[src/rtl/meu_pkg.sv]
// Package for the modular exponentiation unit: widths, codes and state type.
`default_nettype none
package meu_pkg;

  localparam int MOD_W  = 32;
  localparam int EXP_W  = 63;
  localparam int BASE_W = 63;
  localparam int RES_W  = 32;
  localparam int CFG_W  = 32;
  localparam int PROD_W = 2 * MOD_W;
  localparam int DIV_W  = (BASE_W > PROD_W) ? BASE_W : PROD_W;
  localparam int CNT_W  = $clog2(DIV_W + 1);
  localparam int E_W    = (EXP_W > MOD_W) ? EXP_W : MOD_W;

  localparam logic [CFG_W-1:0] MODULUS_RESET = CFG_W'(1000000007);

  typedef enum logic {
    OP_POWER   = 1'b0,
    OP_INVERSE = 1'b1
  } op_t;

  typedef enum logic {
    TGT_SQ  = 1'b0,
    TGT_ACC = 1'b1
  } tgt_t;

  typedef enum logic [1:0] {
    ST_IDLE,
    ST_REDUCE,
    ST_STEP
  } state_t;

endpackage
`default_nettype wire

[src/rtl/modular_exponentiation_unit.sv]
// Modular exponentiation unit: right-to-left square-and-multiply modulo a register.
//
// Usage: pulse start with opcode, base and exponent while busy is low; the
// item is taken at that edge and busy stays high until the result is out.
// The result appears on power_result for exactly one cycle with done high;
// the receiver cannot stall it. Opcode 1 uses modulus minus two as exponent.
// The modulus is written through cfg_valid/cfg_data (cfg_ready is always
// high) and should be changed only while the unit is idle.
// Sequence: a modulus below two gives done in the cycle after start, and busy
// stays low. Otherwise the base is reduced first, then each exponent bit costs
// a multiply step plus a DIV_W-bit reduction for the square (skipped after the
// top set bit) and the same again for a set bit; a final step finishes. A zero
// exponent finishes right after the base reduction.
// The cost is set by the single bit-serial remainder unit (one quotient bit
// per cycle), shared by the base reduction and every product.
// One item is in flight at a time. Reset (rst, synchronous) returns to idle,
// drops done and loads the modulus with 1000000007.
`default_nettype none
module modular_exponentiation_unit (
  input  wire logic                      clk,
  input  wire logic                      rst,
  input  wire logic                      start,
  output logic                           busy,
  input  wire logic                      opcode,
  input  wire logic [meu_pkg::BASE_W-1:0] base,
  input  wire logic [62:0]               exponent,
  output logic [meu_pkg::RES_W-1:0]      power_result,
  output logic                           done,
  input  wire logic                      cfg_valid,
  output logic                           cfg_ready,
  input  wire logic [meu_pkg::CFG_W-1:0] cfg_data
);

  meu_pkg::state_t              state, state_next;
  meu_pkg::tgt_t                tgt, tgt_next;
  logic [meu_pkg::MOD_W-1:0]    modulus;
  logic [meu_pkg::MOD_W-1:0]    acc, acc_next;
  logic [meu_pkg::MOD_W-1:0]    sq, sq_next;
  logic [meu_pkg::MOD_W-1:0]    rem, rem_next;
  logic [meu_pkg::DIV_W-1:0]    dividend, dividend_next;
  logic [meu_pkg::CNT_W-1:0]    cnt, cnt_next;
  logic [meu_pkg::E_W-1:0]      e, e_next;
  logic                         mflag, mflag_next;
  logic [meu_pkg::RES_W-1:0]    power_result_next;
  logic                         done_next;

  logic [meu_pkg::MOD_W:0]      r_shift;
  logic [meu_pkg::MOD_W:0]      m_ext;
  logic [meu_pkg::MOD_W-1:0]    r_red;
  logic [meu_pkg::MOD_W-1:0]    mul_a;
  logic [meu_pkg::PROD_W-1:0]   prod;
  logic                         mul_acc;

  assign busy      = (state != meu_pkg::ST_IDLE);
  assign cfg_ready = 1'b1;

  // shared remainder step: one dividend bit per cycle
  assign r_shift = {rem, dividend[meu_pkg::DIV_W-1]};
  assign m_ext   = {1'b0, modulus};
  always_comb begin
    if (r_shift >= m_ext) begin
      r_red = meu_pkg::MOD_W'(r_shift - m_ext);
    end else begin
      r_red = r_shift[meu_pkg::MOD_W-1:0];
    end
  end

  // shared multiplier: acc*sq for a set bit, else sq*sq
  assign mul_acc = e[0] && !mflag;
  assign mul_a   = mul_acc ? acc : sq;
  assign prod    = meu_pkg::PROD_W'(mul_a) * meu_pkg::PROD_W'(sq);

  always_ff @(posedge clk) begin
    if (rst) begin
      state   <= meu_pkg::ST_IDLE;
      done    <= 1'b0;
      modulus <= meu_pkg::MOD_W'(meu_pkg::MODULUS_RESET);
      cnt     <= '0;
    end else begin
      state <= state_next;
      done  <= done_next;
      cnt   <= cnt_next;
      if (cfg_valid && cfg_ready) begin
        modulus <= cfg_data[meu_pkg::MOD_W-1:0];
      end
    end
    tgt          <= tgt_next;
    acc          <= acc_next;
    sq           <= sq_next;
    rem          <= rem_next;
    dividend     <= dividend_next;
    e            <= e_next;
    mflag        <= mflag_next;
    power_result <= power_result_next;
  end

  always_comb begin
    state_next        = state;
    tgt_next          = tgt;
    acc_next          = acc;
    sq_next           = sq;
    rem_next          = rem;
    dividend_next     = dividend;
    cnt_next          = cnt;
    e_next            = e;
    mflag_next        = mflag;
    power_result_next = power_result;
    done_next         = 1'b0;
    unique case (state)
      meu_pkg::ST_IDLE: begin
        if (start) begin
          if (modulus < meu_pkg::MOD_W'(2)) begin
            power_result_next = '0;
            done_next         = 1'b1;
          end else begin
            acc_next      = meu_pkg::MOD_W'(1);
            mflag_next    = 1'b0;
            tgt_next      = meu_pkg::TGT_SQ;
            rem_next      = '0;
            dividend_next = meu_pkg::DIV_W'(base);
            cnt_next      = meu_pkg::CNT_W'(meu_pkg::DIV_W);
            if (meu_pkg::op_t'(opcode) == meu_pkg::OP_INVERSE) begin
              e_next = meu_pkg::E_W'(modulus - meu_pkg::MOD_W'(2));
            end else begin
              e_next = meu_pkg::E_W'(exponent[meu_pkg::EXP_W-1:0]);
            end
            state_next = meu_pkg::ST_REDUCE;
          end
        end
      end
      meu_pkg::ST_REDUCE: begin
        rem_next      = r_red;
        dividend_next = dividend << 1;
        cnt_next      = cnt - meu_pkg::CNT_W'(1);
        if (cnt == meu_pkg::CNT_W'(1)) begin
          if (tgt == meu_pkg::TGT_ACC) begin
            acc_next = r_red;
          end else begin
            sq_next = r_red;
          end
          state_next = meu_pkg::ST_STEP;
        end
      end
      meu_pkg::ST_STEP: begin
        rem_next      = '0;
        dividend_next = meu_pkg::DIV_W'(prod);
        cnt_next      = meu_pkg::CNT_W'(meu_pkg::DIV_W);
        priority if (e == '0 || (!mul_acc && (e >> 1) == '0)) begin
          power_result_next = meu_pkg::RES_W'(acc);
          done_next         = 1'b1;
          cnt_next          = '0;
          state_next        = meu_pkg::ST_IDLE;
        end else if (mul_acc) begin
          tgt_next   = meu_pkg::TGT_ACC;
          mflag_next = 1'b1;
          state_next = meu_pkg::ST_REDUCE;
        end else begin
          tgt_next   = meu_pkg::TGT_SQ;
          mflag_next = 1'b0;
          e_next     = e >> 1;
          state_next = meu_pkg::ST_REDUCE;
        end
      end
      default: begin
        state_next = meu_pkg::ST_IDLE;
      end
    endcase
  end

`ifndef SYNTHESIS
  a_start_takes: assert property (@(posedge clk) disable iff (rst)
    (start && !busy) |=> (busy || done))
    else $error("accepted item neither started nor finished");
  a_done_cause: assert property (@(posedge clk) disable iff (rst)
    done |-> ($past(busy) || $past(start)))
    else $error("result without an item");
  a_done_idle: assert property (@(posedge clk) disable iff (rst)
    done |-> !busy)
    else $error("result while still busy");
  a_reduce_cnt: assert property (@(posedge clk) disable iff (rst)
    (state == meu_pkg::ST_REDUCE) |-> (cnt != '0 && cnt <= meu_pkg::CNT_W'(meu_pkg::DIV_W)))
    else $error("remainder counter out of range");
`endif

endmodule
`default_nettype wire
[config.mk]
export PLATFORM = sky130hd
export DESIGN_NAME = modular_exponentiation_unit
export DESIGN_NICKNAME = d
export VERILOG_FILES = /design/src/rtl/meu_pkg.sv /design/src/rtl/modular_exponentiation_unit.sv
export SDC_FILE = /design/constraint.sdc
export NUM_CORES = 2
export LEC_CHECK = 0
export BUFFER_PORTS_ARGS = -buffer_cell sky130_fd_sc_hd__clkbuf_2
export CAP_MARGIN = 30
export CORE_MARGIN = 2
export CORE_UTILIZATION = 35
export DETAILED_ROUTE_END_ITERATION = 16
export PLACE_DENSITY = 0.53
export SETUP_SLACK_MARGIN = 0.3
export SLEW_MARGIN = 40
export SYNTH_ARGS = -nofsm -noshare
export SYNTH_HDL_FRONTEND = slang
export SYNTH_SLANG_ARGS = --single-unit
[constraint.sdc]
create_clock -name clk -period 7.5 [get_ports clk]
set_input_delay 1.125 -clock clk [delete_from_list [all_inputs] [get_ports clk]]
set_output_delay 1.125 -clock clk [all_outputs]
set_load 0.01 [all_outputs]
==> impl_metrics.env <==
export IMPL_wl_per_cell_um=20.9
export IMPL_layout_commonest_cell="inv_1"
export IMPL_cts_max_level=2
export IMPL_critical_path_max_fanout=10
export IMPL_ff2ff_path_depth=29
export IMPL_crit_arrival_ns=8.51
export IMPL_start_util_pct=35.2
export IMPL_maxSlewHeadroom_pct=39.6
export IMPL_yosys_warnings=0
export IMPL_cts_buffers=34
export IMPL_rows=136
export IMPL_drc=0
export IMPL_cts_tree="built"
export IMPL_gp_congestion=0.910
export IMPL_critPathCapture="dividend[55]"
export IMPL_syn_area_per_cell_um2=9.39
export IMPL_grt_pass1_wl_um=241000
export IMPL_setup_ws_ns=-0.705
export IMPL_crit_start="mflag"
export IMPL_cp_required_ns=7.80
export IMPL_fmax_ghz=0.122
export IMPL_r2r_slack_ns=-0.71
export IMPL_final_max_slew_viol_count=0
export IMPL_whs_path_depth=2
export IMPL_cp_start_kind="flip-flop"
export IMPL_synthCells=5144
export IMPL_grt_overflow_total=0
export IMPL_dr_pass1_iters=6
export IMPL_grt_max_degree=109
export IMPL_mostFrequentLayoutCells="903 x inv_1, 872 x fa_1, 681 x nand2_1"
export IMPL_finalHoldViolations=0
export IMPL_die_x_um=376
export IMPL_ys_ff_latch=298
export IMPL_insertion_delay_ns=0.57
export IMPL_drive_gt1_share_pct=17.4
export IMPL_syn_area_mm2=0.0483
export IMPL_synth_edf_count=256
export IMPL_crit_cells=29
export IMPL_antenna_found_initial=3
export IMPL_path_class="flip-flop to flip-flop"
export IMPL_cts_root_buf="clkbuf_16"
export IMPL_violations="setup timing"
export IMPL_tightest_slew_ns=0.906
export IMPL_maxCapViolCount=0
export IMPL_timing_final_crit_period_ns=8.21
export IMPL_crit_family="adder cells"
export IMPL_rsz0062_at_grt="yes"
export IMPL_dpl_instance_area_mm2=0.0547
export IMPL_die_h_um=376
export IMPL_grt_pass1_vias=40300
export IMPL_ys_seq_area_share_pct=17.7
export IMPL_coreArea_mm2=0.137
export IMPL_ant_nets=0
export IMPL_path_buf_inv=5
export IMPL_skew_ns=0.0338
export IMPL_worstReg2RegStart="mflag"
export IMPL_timing_critical_path_mode_cell="fa_1"
export IMPL_dieArea_mm2=0.141
export IMPL_port_buffers=196
export IMPL_vias=36700
export IMPL_slowest_delay_ns=0.57
export IMPL_dp_cells=7285
export IMPL_synth_main_ff_cell="edfxtp_1"
export IMPL_end_kind="flip-flop"
export IMPL_cts_hold_fix_buffers=0
export IMPL_hold_class="flip-flop to flip-flop"
export IMPL_grtUsageTotal_pct=22.3
export IMPL_synthArstFlopShare_pct=0
export IMPL_outcome="complete, but fails checks"
export IMPL_synth_cell_types=80
export IMPL_design_area_mm2=0.0570
export IMPL_syn_nets=6506
export IMPL_drtIter0Drc=2038
export IMPL_finalWirelength_um=154000
export IMPL_worstReg2RegEnd="dividend[55]"
export IMPL_period_share_pct=109
export IMPL_area_growth_syn_to_layout_pct=18.0
export IMPL_cts_sinks=298
export IMPL_slowest_stage="fa_1"
export IMPL_pin_count=198
export IMPL_final_setup_viol_count=43
export IMPL_layout_cells_non_filler=7372
export IMPL_clk_pin_slew_ns=0.07
export IMPL_tns_ns=-18.32
export IMPL_post_place_ws_ns=-0.864
export IMPL_viasPerCell=4.98
export IMPL_post_dp_hpwl_um=127000
export IMPL_final_nets=6912
export IMPL_max_clock_path_buffers=3
## logic make-up after synthesis
kind of cell	count (synthesis)	synth area share, %
muxes	26	0.552
and+or+nand+nor	1681	17.3
other	1	0.00776
AOI/OAI and AO/OA	609	8.00
buffers and inverters	1220	9.51
adders and majority gates	1199	45.0
DFF	298	17.7
xor gates and xnor gates	110	1.99
## final cells by class
type	count	area (µm²)
fillers	13600	80200
diodes	4	10.0
inverters	910	3420
well taps	1794	2240
clock buffers	40	895
clock inverters	20	154
multi-input cells	3626	36400
repair buffers	680	5340
flip-flops and latches	298	8530
## flip-flops by register name, summed over array words and instances (netlist names)
register	count
modulus	32
sq	32
e	63
dividend	64
state	2
acc	32
cnt	7
rem	32
mflag	1
done	1
power_result	32
## Yosys cell counts, types with 8 or more instances
master,number,area [µm²]
a31oi_1,18,113
nand4_1,22,138
inv_1,908,3410
fa_1,897,18000
and3_1,19,119
o21ai_0,122,611
o211ai_1,19,143
xor2_1,36,315
or3_1,9,56.3
nor2_1,150,563
o31ai_1,10,75.1
nor3_1,19,95.1
nand2_1,710,2670
clkbuf_1,295,1110
a221oi_1,28,245
nand2b_1,12,75.1
ha_1,302,3780
buf_2,8,40.0
o21ai_1,75,375
nor4_1,23,144
xnor2_1,74,648
a22oi_1,19,143
o21a_1,22,165
a21o_1,58,435
nand3_1,41,205
nor2b_1,11,68.8
a21oi_1,150,751
a221o_1,19,190
edfxtp_1,256,7690
and2_1,647,4050
mux2i_1,21,210
o21bai_1,19,143
dfxtp_1,42,841
## metal layers
metal  vias up  track usage (%)  part of all wire [%]
li1      16800                -                     -
met1     19000             29.3                    43
met2       867             39.4                    50
met3       166             2.06                   4.3
met4         0             5.33                   2.7
met5         -                0                     0
## tightest hold or removal path, cell delays in order (launching register included)
cell and delay [ns]:
dfxtp_1 0.33, mux2i_1 0.07, nor2_1 0.07
## worst min-delay path by stage
stage	start	end	slack, ns
floorplan	modulus[13]	modulus[13]	0.46
global placement	modulus[26]	modulus[26]	0.48
detailed placement	modulus[26]	modulus[26]	0.49
CTS	cnt[3]	cnt[3]	0.50
global route	state[0]	state[0]	0.53
finish	modulus[13]	modulus[13]	0.50
## timing repair
action / CTS / global route
gates cloned: 0 / 1
pin swaps: 45 / 28
setup buffers: 13 / 9
gates resized for setup: 152 / 62
endpoints found under the setup margin: 51 / 52
## through the flow
step,hold slack [ns],utilization [%]
after floorplan,0.460,-
after global placement,0.480,39.8
after detailed placement,0.487,39.9
after CTS,0.501,41.2
after global routing,0.528,41.6
final,0.500,41.6
Power is left out: the tool's default activity adds up to more than one toggle a clock period on the data nets, which glitch-free logic cannot reach.
